<file path="config.mk">
export PLATFORM = sky130hd
export DESIGN_NAME = packet_capture_receive_filter_top
export DESIGN_NICKNAME = d
export VERILOG_FILES = /design/src/hdl/pcrf_pkg.sv /design/src/hdl/pcrf_regs.sv /design/src/hdl/pcrf_core.sv /design/src/hdl/packet_capture_receive_filter_top.sv
export SDC_FILE = /design/constraint.sdc
export NUM_CORES = 1
export LEC_CHECK = 0
export BUFFER_PORTS_ARGS = -buffer_cell sky130_fd_sc_hd__buf_2
export CAP_MARGIN = 20
export CORE_ASPECT_RATIO = 1.5
export CORE_UTILIZATION = 30
export CTS_BUF_LIST = sky130_fd_sc_hd__clkbuf_4
export CTS_CLUSTER_DIAMETER = 40
export DETAILED_ROUTE_END_ITERATION = 6
export SLEW_MARGIN = 20
export SYNTH_ARGS = -nofsm -noshare
export SYNTH_HDL_FRONTEND = slang
export SYNTH_HIERARCHICAL = 1
export SYNTH_SLANG_ARGS = --single-unit
</file>
<file path="constraint.sdc">
create_clock -name clk_i -period 3.5 [get_ports clk_i]
set_input_delay 0.35 -clock clk_i [delete_from_list [all_inputs] [get_ports clk_i]]
set_output_delay 0.35 -clock clk_i [all_outputs]
set_load 0.02 [all_outputs]
</file>
<file path="src/hdl/pcrf_pkg.sv">
package pcrf_pkg;

  // default number of capture slots per session
  localparam int unsigned MAX_CAPTURE_DEF = 16;

  // width used to compare the sequence number against count plus one
  localparam int unsigned SEQ_CMP_W = 9;

  // configuration port
  localparam int unsigned APB_ADDR_W = 4;
  localparam int unsigned APB_DATA_W = 32;

  // register indexes
  localparam logic [1:0] REG_ENABLED = 2'd0;
  localparam logic [1:0] REG_HOST    = 2'd1;
  localparam logic [1:0] REG_REMOTE  = 2'd2;

  typedef enum logic [1:0] {
    KIND_BEGIN = 2'd0,
    KIND_DATA  = 2'd1,
    KIND_END   = 2'd2,
    KIND_OTHER = 2'd3
  } kind_e;

  typedef enum logic [3:0] {
    ST_NOT_CONFIGURED = 4'd0,
    ST_REJECTED       = 4'd1,
    ST_REDUNDANT      = 4'd2,
    ST_BEGIN          = 4'd3,
    ST_ALREADY_ON     = 4'd4,
    ST_FULL           = 4'd5,
    ST_CAPTURED       = 4'd6,
    ST_COMMAND        = 4'd7,
    ST_NOT_ON         = 4'd8,
    ST_END            = 4'd9,
    ST_UNKNOWN        = 4'd10
  } status_e;

  typedef struct packed {
    logic [15:0] dst_addr;
    logic [15:0] src_addr;
    logic [7:0]  ack_id;
    logic [7:0]  seq_num;
    kind_e       packet_kind;
  } in_t;

  typedef struct packed {
    status_e     status;
    logic [3:0]  store_slot;
    logic [4:0]  end_count;
  } out_t;

  typedef struct packed {
    logic        enabled;
    logic [15:0] host_address;
    logic [15:0] remote_address;
  } cfg_t;

endpackage

</file>
<file path="src/hdl/pcrf_regs.sv">
module pcrf_regs (
  input  logic                             clk_i,
  input  logic                             rst_ni,
  input  logic                             psel,
  input  logic                             penable,
  input  logic                             pwrite,
  input  logic [pcrf_pkg::APB_ADDR_W-1:0]  paddr,
  input  logic [pcrf_pkg::APB_DATA_W-1:0]  pwdata,
  output logic [pcrf_pkg::APB_DATA_W-1:0]  prdata,
  output logic                             pready,
  output pcrf_pkg::cfg_t                   cfg_o
);

  logic        enabled_q;
  logic [15:0] host_q;
  logic [15:0] remote_q;
  logic        wr_en;
  logic [1:0]  reg_idx;

  assign pready  = 1'b1;
  assign wr_en   = psel && penable && pwrite;
  assign reg_idx = paddr[3:2];

  // register writes, unknown indexes ignored
  always_ff @(posedge clk_i or negedge rst_ni) begin
    if (!rst_ni) begin
      enabled_q <= 1'b0;
      host_q    <= 16'd0;
      remote_q  <= 16'd0;
    end else if (wr_en) begin
      case (reg_idx)
        pcrf_pkg::REG_ENABLED: enabled_q <= pwdata[0];
        pcrf_pkg::REG_HOST:    host_q    <= pwdata[15:0];
        pcrf_pkg::REG_REMOTE:  remote_q  <= pwdata[15:0];
        default: ;
      endcase
    end
  end

  // read back
  always_comb begin
    case (reg_idx)
      pcrf_pkg::REG_ENABLED: prdata = {31'd0, enabled_q};
      pcrf_pkg::REG_HOST:    prdata = {16'd0, host_q};
      pcrf_pkg::REG_REMOTE:  prdata = {16'd0, remote_q};
      default:               prdata = '0;
    endcase
  end

  assign cfg_o.enabled        = enabled_q;
  assign cfg_o.host_address   = host_q;
  assign cfg_o.remote_address = remote_q;

endmodule

</file>
<file path="src/hdl/pcrf_core.sv">
module pcrf_core #(
  parameter int unsigned MAX_CAPTURE = pcrf_pkg::MAX_CAPTURE_DEF
) (
  input  logic           clk_i,
  input  logic           rst_ni,
  input  pcrf_pkg::cfg_t cfg_i,
  input  pcrf_pkg::in_t  req_i,
  input  logic           fire_i,
  output pcrf_pkg::out_t rsp_o
);

  localparam int unsigned CntW = $clog2(MAX_CAPTURE + 1);

  logic            capturing_q, capturing_d;
  logic [CntW-1:0] count_q, count_d;
  logic [7:0]      session_ack_q, session_ack_d;
  logic [7:0]      last_ack_q, last_ack_d;
  logic [7:0]      last_seq_q, last_seq_d;

  logic                          addr_ok;
  logic                          redundant;
  logic                          session_match;
  logic                          full;
  logic                          in_order;
  logic [pcrf_pkg::SEQ_CMP_W-1:0] next_seq;
  logic [7:0]                    count_ext;

  assign addr_ok       = (req_i.dst_addr == cfg_i.host_address) &&
                         (req_i.src_addr == cfg_i.remote_address);
  assign redundant     = (req_i.ack_id == last_ack_q) &&
                         (req_i.seq_num == last_seq_q);
  assign session_match = req_i.ack_id == session_ack_q;
  assign full          = count_q >= CntW'(MAX_CAPTURE);
  assign next_seq      = pcrf_pkg::SEQ_CMP_W'(count_q) + 1'b1;
  assign in_order      = pcrf_pkg::SEQ_CMP_W'(req_i.seq_num) == next_seq;
  assign count_ext     = 8'(count_q);

  // header classification and session update
  always_comb begin
    capturing_d   = capturing_q;
    count_d       = count_q;
    session_ack_d = session_ack_q;
    last_ack_d    = last_ack_q;
    last_seq_d    = last_seq_q;
    rsp_o.status     = pcrf_pkg::ST_UNKNOWN;
    rsp_o.store_slot = 4'd0;
    rsp_o.end_count  = 5'd0;
    if (!cfg_i.enabled) begin
      rsp_o.status = pcrf_pkg::ST_NOT_CONFIGURED;
    end else if (!addr_ok) begin
      rsp_o.status = pcrf_pkg::ST_REJECTED;
    end else if (redundant) begin
      rsp_o.status = pcrf_pkg::ST_REDUNDANT;
    end else begin
      last_ack_d = req_i.ack_id;
      last_seq_d = req_i.seq_num;
      case (req_i.packet_kind)
        pcrf_pkg::KIND_BEGIN: begin
          if (!capturing_q) begin
            capturing_d   = 1'b1;
            count_d       = '0;
            session_ack_d = req_i.ack_id;
            rsp_o.status  = pcrf_pkg::ST_BEGIN;
          end else begin
            rsp_o.status = pcrf_pkg::ST_ALREADY_ON;
          end
        end
        pcrf_pkg::KIND_DATA: begin
          if (capturing_q && session_match) begin
            if (full) begin
              rsp_o.status = pcrf_pkg::ST_FULL;
            end else if (!in_order) begin
              rsp_o.status = pcrf_pkg::ST_REJECTED;
            end else begin
              rsp_o.store_slot = count_ext[3:0];
              count_d          = count_q + 1'b1;
              rsp_o.status     = pcrf_pkg::ST_CAPTURED;
            end
          end else if (!session_match) begin
            rsp_o.status = pcrf_pkg::ST_COMMAND;
          end else begin
            rsp_o.status = pcrf_pkg::ST_REJECTED;
          end
        end
        pcrf_pkg::KIND_END: begin
          if (!capturing_q) begin
            rsp_o.status = pcrf_pkg::ST_NOT_ON;
          end else begin
            rsp_o.end_count = count_ext[4:0];
            capturing_d     = 1'b0;
            count_d         = '0;
            session_ack_d   = 8'h00;
            rsp_o.status    = pcrf_pkg::ST_END;
          end
        end
        default: begin
          rsp_o.status = pcrf_pkg::ST_UNKNOWN;
        end
      endcase
    end
  end

  // session state, updated once per processed header
  always_ff @(posedge clk_i or negedge rst_ni) begin
    if (!rst_ni) begin
      capturing_q   <= 1'b0;
      count_q       <= '0;
      session_ack_q <= 8'h00;
      last_ack_q    <= 8'h00;
      last_seq_q    <= 8'h00;
    end else if (fire_i) begin
      capturing_q   <= capturing_d;
      count_q       <= count_d;
      session_ack_q <= session_ack_d;
      last_ack_q    <= last_ack_d;
      last_seq_q    <= last_seq_d;
    end
  end

  // count stays within the slot range
  a_count_bound: assert property (@(posedge clk_i) disable iff (!rst_ni)
    count_q <= CntW'(MAX_CAPTURE))
    else $error("capture count above maximum");

  // no open session means nothing captured
  a_idle_empty: assert property (@(posedge clk_i) disable iff (!rst_ni)
    !capturing_q |-> (count_q == '0))
    else $error("count nonzero with no session");

  // a captured header bumps the count by one
  a_capture_inc: assert property (@(posedge clk_i) disable iff (!rst_ni)
    (fire_i && rsp_o.status == pcrf_pkg::ST_CAPTURED) |=>
      (count_q == $past(count_q) + 1'b1))
    else $error("capture did not advance count");

  // state holds when no header is processed
  a_hold: assert property (@(posedge clk_i) disable iff (!rst_ni)
    !fire_i |=> ($stable(count_q) && $stable(capturing_q) && $stable(last_ack_q)))
    else $error("state changed without a header");

endmodule

</file>
<file path="src/hdl/packet_capture_receive_filter_top.sv">
// Packet capture receive filter. Each request is one received packet header
// and yields exactly one result (status, capture slot, end count). Headers are
// taken into an input register, classified combinationally against the
// configuration and the session state, and the result lands in an output
// register; the block accepts one header every clock while the output side is
// not stalled, and each header passes through the input register and its result
// through the output register, which holds it until it is taken. The session
// state is updated once for each processed header. Configuration goes through
// an APB-style port (enabled at 0x0, host address at 0x4, remote address at
// 0x8) and is to be written only while no header is in flight.
module packet_capture_receive_filter_top #(
  parameter int unsigned MAX_CAPTURE = pcrf_pkg::MAX_CAPTURE_DEF
) (
  input  logic                             clk_i,
  input  logic                             rst_ni,
  input  logic                             psel,
  input  logic                             penable,
  input  logic                             pwrite,
  input  logic [pcrf_pkg::APB_ADDR_W-1:0]  paddr,
  input  logic [pcrf_pkg::APB_DATA_W-1:0]  pwdata,
  output logic [pcrf_pkg::APB_DATA_W-1:0]  prdata,
  output logic                             pready,
  input  logic                             in_valid_i,
  output logic                             in_ready_o,
  input  pcrf_pkg::in_t                    in_req_i,
  output logic                             out_valid_o,
  input  logic                             out_ready_i,
  output pcrf_pkg::out_t                   out_rsp_o
);

  pcrf_pkg::cfg_t cfg;
  pcrf_pkg::in_t  in_q;
  pcrf_pkg::out_t rsp;
  pcrf_pkg::out_t out_q;
  logic           in_valid_q;
  logic           out_valid_q;
  logic           advance;
  logic           fire;
  logic           in_take;

  pcrf_regs u_regs (
    .clk_i   (clk_i),
    .rst_ni  (rst_ni),
    .psel    (psel),
    .penable (penable),
    .pwrite  (pwrite),
    .paddr   (paddr),
    .pwdata  (pwdata),
    .prdata  (prdata),
    .pready  (pready),
    .cfg_o   (cfg)
  );

  pcrf_core #(
    .MAX_CAPTURE (MAX_CAPTURE)
  ) u_core (
    .clk_i  (clk_i),
    .rst_ni (rst_ni),
    .cfg_i  (cfg),
    .req_i  (in_q),
    .fire_i (fire),
    .rsp_o  (rsp)
  );

  // pipeline flow control
  assign advance    = !out_valid_q || out_ready_i;
  assign fire       = in_valid_q && advance;
  assign in_ready_o = !in_valid_q || advance;
  assign in_take    = in_valid_i && in_ready_o;

  // input register
  always_ff @(posedge clk_i or negedge rst_ni) begin
    if (!rst_ni) begin
      in_valid_q <= 1'b0;
    end else if (in_take) begin
      in_valid_q <= 1'b1;
    end else if (fire) begin
      in_valid_q <= 1'b0;
    end
  end

  always_ff @(posedge clk_i) begin
    if (in_take) begin
      in_q <= in_req_i;
    end
  end

  // result register
  always_ff @(posedge clk_i or negedge rst_ni) begin
    if (!rst_ni) begin
      out_valid_q <= 1'b0;
    end else if (fire) begin
      out_valid_q <= 1'b1;
    end else if (out_ready_i) begin
      out_valid_q <= 1'b0;
    end
  end

  always_ff @(posedge clk_i) begin
    if (fire) begin
      out_q <= rsp;
    end
  end

  assign out_valid_o = out_valid_q;
  assign out_rsp_o   = out_q;

  // a waiting result is not overwritten
  a_no_overwrite: assert property (@(posedge clk_i) disable iff (!rst_ni)
    (out_valid_q && !out_ready_i) |=> (out_valid_q && $stable(out_q)))
    else $error("pending result lost");

  // a held header is not processed while the output is blocked
  a_block: assert property (@(posedge clk_i) disable iff (!rst_ni)
    (out_valid_q && !out_ready_i) |-> !fire)
    else $error("header processed into a full result register");

  // full pipeline only accepts when it drains
  a_accept: assert property (@(posedge clk_i) disable iff (!rst_ni)
    (in_valid_q && !advance) |-> !in_ready_o)
    else $error("input accepted with full input register");

endmodule

</file>
# Word level (Yosys, flattened, before mapping)
# Cells that the tools add are included.
# word_totals
regBits	128
inputBits	93
# op_classes
n_reduce_logical	28
bitwise	7
order_cmp	1
addsub	2
mux	24
eq_ne	15
# ops
cell	n
$pmux W16 S3	1
$eq A16 B16 Y1	2
$mux W5	5
$eq A8 B8 Y1	3
$mux W8	2
$pmux W8 S2	1
$pmux W5 S3	1
$pmux W4 S3	1
$eq A8 B9 Y1	1
$mux W3	3
$reduce_and A9 Y1	1
$mux W4	2
$reduce_and A2 Y1	4
$logic_and A1 B1 Y1	7
$not A1 Y1	7
$reduce_and A7 Y1	1
$reduce_or A7 Y1	1
$add A5 B1 Y6 const B	1
$mux W1	6
$ne A2 B1 Y1 const B	3
$reduce_bool A2 Y1	3
$add A5 B1 Y5 const B	1
$ge A5 B5 Y1 const B	1
$reduce_and A5 Y1	1
12 further kinds	18

# Logic depth before layout (Yosys ltp)
# logic_depth
depth_word	8
mapped_depth	9
depth_no_buf	8

# By module
# Netlist, hierarchy kept.
# modules_own_cells
mod	instances	cells_each	area_per_inst_um2
pcrf_core	1	284	2367.3
packet_capture_receive_filter_top	1	71	1995.7
pcrf_regs	1	115	1597.8

# Least setup slack after synthesis
# Ideal clock, no wire load.
# synth_path
kind	register -> register
from	register u_core.count_q[0]
to	register u_core.count_q[0]
slack_ns	0.892
t_arrival_ns	2.483
synth_period_minus_slack_ns	2.608
stages_incl_launch_ff	9
path_buffers	0
setup_ns	0.125
path_cell_list	dfrtp_1 -> ha_1 -> xor2_1 -> o211ai_1 -> mux2_4 -> nand3_4 -> o41a_1 -> or4b_4 -> mux2_2
# synth_via
elab_chain_len	5
elab_cells_between_ends	12
classes_between	add/sub: 2; order compare: 1; eq/ne: 3; mux: 5; reduce/logical: 1
# synth_lines
item	line_no	rtl
from (decl)	pcrf_core.sv:15	logic [CntW-1:0] count_q, count_d;
from (signal assigned)	pcrf_core.sv:113	count_q <= count_d;
parallel branches: the longest is 5 deep, another holds $add A5 B1 Y6	-	
# Parallel ways; which one is timed is not known. The select of a mux whose other input is x is not followed.
# A chain may end at the register's enable or synchronous reset.

# Worst setup path in the final report
# layout_path
from	register u_regs.remote_q[13]
to	register u_core.count_q[2]
# layout_via
elab_chain_len	3
# layout_lines
item	line_no	rtl
from (decl)	pcrf_regs.sv:16	logic [15:0] remote_q;
from (signal assigned)	pcrf_regs.sv:34	pcrf_pkg::REG_REMOTE: remote_q <= pwdata[15:0];
$eq A16 B16 Y1	pcrf_core.sv:29	(req_i.src_addr == cfg_i.remote_address);
$logic_and A1 B1 Y1	pcrf_core.sv:28	assign addr_ok = (req_i.dst_addr == cfg_i.host_address) &&
$reduce_and A9 Y1 (no source line)	-	
# No other way between the ends.

==> results.json <==
{
  "peakVddDrop_mv": 0.326,
  "yosysSeqAreaShare_pct": 59.0,
  "clock-sinks": 128,
  "firstDrtPassIters": 4,
  "synthDominantCellAreaShare_pct": 31.7,
  "syn-cell-area_sq_mm": 0.00596,
  "sw_frac_of_total_pct": 28.9,
  "p_comb_share_pct": 14.9,
  "htree_levels": 4,
  "sequentialPowerShare_pct": 52.5,
  "yosysWarningCount": 6,
  "dieArea_sq_mm": 0.0204,
  "timing.slew.headroom_pct": 32.0,
  "fin_nets": 737,
  "nFillCells": 1879,
  "min_from": "pwdata[14]",
  "p_clk_share_pct": 32.6,
  "path_delay_family": "simple AND/OR/NAND/NOR gates",
  "p_int_w": 0.00251,
  "insertion_delay_ps": 530,
  "p_per_area_mw_per_mm2": 466,
  "synth_most_common_cell": "dfrtp_1",
  "leakage_nw": 3.32,
  "slowest_delay_ps": 590,
  "netlist_top_cells_count": "dfrtp_1, edfxtp_1, xor2_1",
  "setup_viol": 0,
  "muxShareOfSynthArea_pct": 6.84,
  "dr_total_vias": 4192,
  "power_w": 0.00352,
  "max_freq_mhz": 348,
  "cts_resized": 0,
  "design_area_sq_mm": 0.00756,
  "core_area_sq_mm": 0.0193,
  "crit_path_end_kind": "flop",
  "via_per_inst": 4.62,
  "grt_max_degree": 51,
  "crit_fanout": 3,
  "reg2reg_depth": 7,
  "slowest_stage": "or4b_1",
  "area_delta_synth_final_pct": 26.9,
  "path_cells": "xor2_1, nor4_1, nand4_1, or4b_1, or4_1, a21oi_1, a21o_1",
  "worstHoldEndpoint": "u_regs/remote_q[14]",
  "setup-tns-final_ps": 0,
  "syn_area_per_cell_sq_um": 12.7,
  "drt-initial-drc-count": 163,
  "min_period_over_period_pct": 82.1,
  "die_x_um": 117,
  "status": "finished clean",
  "initial_core_util_pct": 30.9,
  "synth-main-ff-cell": "dfrtp_1",
  "r2r_start": "u_regs/remote_q[13]",
  "rsz0062_at_grt": "no",
  "grt_pass1_vias": 4549,
  "yosys.area_share.xor_xnor_pct": 8.96,
  "switchingPower_w": 0.00102,
  "yosys-top-cells-area": "edfxtp_1, dfrtp_1, xor2_1, mux2_2, nand2_1",
  "slew_viol_final": 0,
  "wl_per_cell_um": 15.8,
  "overflow": 0,
  "io_buffers": 105,
  "synth_top_area_cell": "edfxtp_1",
  "critical_path_buf_inv_count": 0,
  "hpwlAfterDp_um": 9830,
  "wl_um": 14300,
  "ant_nets": 0,
  "skew_ps": 22.7,
  "synth_adder_area_share_pct": 1.26,
  "synth_edf_count": 63,
  "hp-class": "in2reg",
  "hold_depth": 2,
  "numCtsBuffers": 17,
  "worst_slack_ps": 625,
  "postSynthCellCount": 470,
  "place_congestion": 0.813,
  "post-route-drc-count": 0,
  "preCtsSetupSlack_ps": 626,
  "grt_usage_pct": 14.9,
  "hold_violations": 0,
  "drive_above_1_share_pct": 29.2,
  "period_needed_ps": 2870,
  "clockBufferDepth": 2,
  "clkSlewWorstSetupHoldPaths_ps": 130,
  "rows": 62,
  "worstMarginPinSlew_ps": 1020,
  "rr_endpoint": "u_core/count_q[2]",
  "path_class": "reg2reg",
  "synth_top_family_by_area": "simple AND/OR/NAND/NOR gates",
  "die_y_um": 175,
  "synthSimpleGateAreaFrac_pct": 12.1,
  "design.portCount": 141,
  "grt_pass1_wl_um": 22600,
  "critPathRequiredTime_ps": 3980,
  "antenna_found_initial": 1,
  "crit_path_start_kind": "flop",
  "async_flop_share_pct": 50.8,
  "ys_ff_latch": 128,
  "drv_cap": 0,
  "synth_cell_types": 48,
  "cp.arrival_ps": 3350,
  "r2r_slack_ps": 630,
  "cts_tree": "yes",
  "ctsHoldBuffers": 52,
  "synth_compound_area_share_pct": 7.09,
  "cts-root-buf": "clkbuf_4",
  "cts_setup_buffers": 0,
  "dpl-instance-area_sq_mm": 0.00671
}
==> cell type report <==
class	count	area, sq um	area share (%)
Clock inverter	15	199	2.63
Tap cell	256	320	4.23
Timing Repair Buffer	165	1110	14.6
Clock buffer	17	128	1.69
Multi-Input combinational cell	309	2230	29.4
Inverter	17	63.8	0.844
Sequential cell	128	3520	46.5
Antenna cell	1	2.50	0.0331
==> flip-flops by register name, indices dropped and copies added (netlist names) <==
signal and flops:
in_valid_q 1, u_core/count_q 5, in_q 50, u_core/last_seq_q 8
u_regs/enabled_q 1, out_rsp_o 13, u_core/capturing_q 1, u_regs/remote_q 16
u_core/last_ack_q 8, u_regs/host_q 16, out_valid_o 1, u_core/session_ack_q 8
==> worst max-delay path by stage <==
stage	end	startpoint	depth (start not counted)	slack (ps)
global placement	u_core/count_q[3]	u_regs/remote_q[13]	7	670
detailed placement	u_core/session_ack_q[2]	u_regs/remote_q[13]	9	630
finish	u_core/count_q[2]	u_regs/remote_q[13]	7	630
floorplan	u_core/count_q[0]	u_core/count_q[0]	8	890
global route	u_core/session_ack_q[7]	u_regs/remote_q[3]	9	330
CTS	u_core/session_ack_q[2]	u_regs/remote_q[13]	9	590
==> metrics by stage <==
step / cells / hold slack, ps / util, %
after global routing: 908 / 9.71 / 39.2
after floorplan: 485 / 54.4 / -
after detailed placement: 823 / 480 / 34.8
after CTS: 907 / 13.0 / 39.1
after global placement: 823 / 473 / 34.8
final: 908 / 56.6 / 39.2
==> layout by cell type (no fill, tap or decap), types with 2 or more instances in the layout <==
cell	instances
o21ai_0	13
buf_4	8
edfxtp_1	63
xor2_1	58
nor2b_1	11
inv_8	3
inv_1	17
inv_6	4
a21oi_1	15
mux2_2	34
a2111oi_0	8
nor4_1	16
ha_1	6
a21o_1	3
a22o_1	16
nand3_1	4
dlygate4sd3_1	52
nor2_1	13
dfrtp_1	65
bufinv_16	3
conb_1	17
nand2b_1	7
xnor2_1	3
clkinv_4	4
nand4_1	4
nor3b_4	2
clkbuf_4	17
nor3_1	11
nand2_1	44
buf_2	105
and3_1	2
a31oi_1	2
nand4b_1	2
==> logic make-up after synthesis <==
group                      Yosys count
AOI/OAI and AO/OA                   61
adders and majority gates            6
other                                2
xor gates and xnor gates            61
muxes                               36
buffers and inverters               48
DFF                                128
and+or+nand+nor                    128
==> routing by layer <==
metal | track usage (%) | wire, um | vias up
met2 | 27.6 | 7840 | 152
met5 | 0 | 0 | -
met3 | 4.20 | 821 | 20
met1 | 15.4 | 5400 | 2031
met4 | 5.91 | 277 | 0
li1 | - | - | 1989
==> power groups by stage <==
stage          sequential [W]  clock (W)  combinational, W
2_1_floorplan         0.00186          0          0.000319
6_report              0.00185    0.00115          0.000525
3_5_place_dp          0.00188          0          0.000480
3_3_place_gp          0.00187          0          0.000469
5_1_grt               0.00187    0.00125          0.000573
4_1_cts               0.00185    0.00118          0.000529
(Power assumes the default switching activity.)
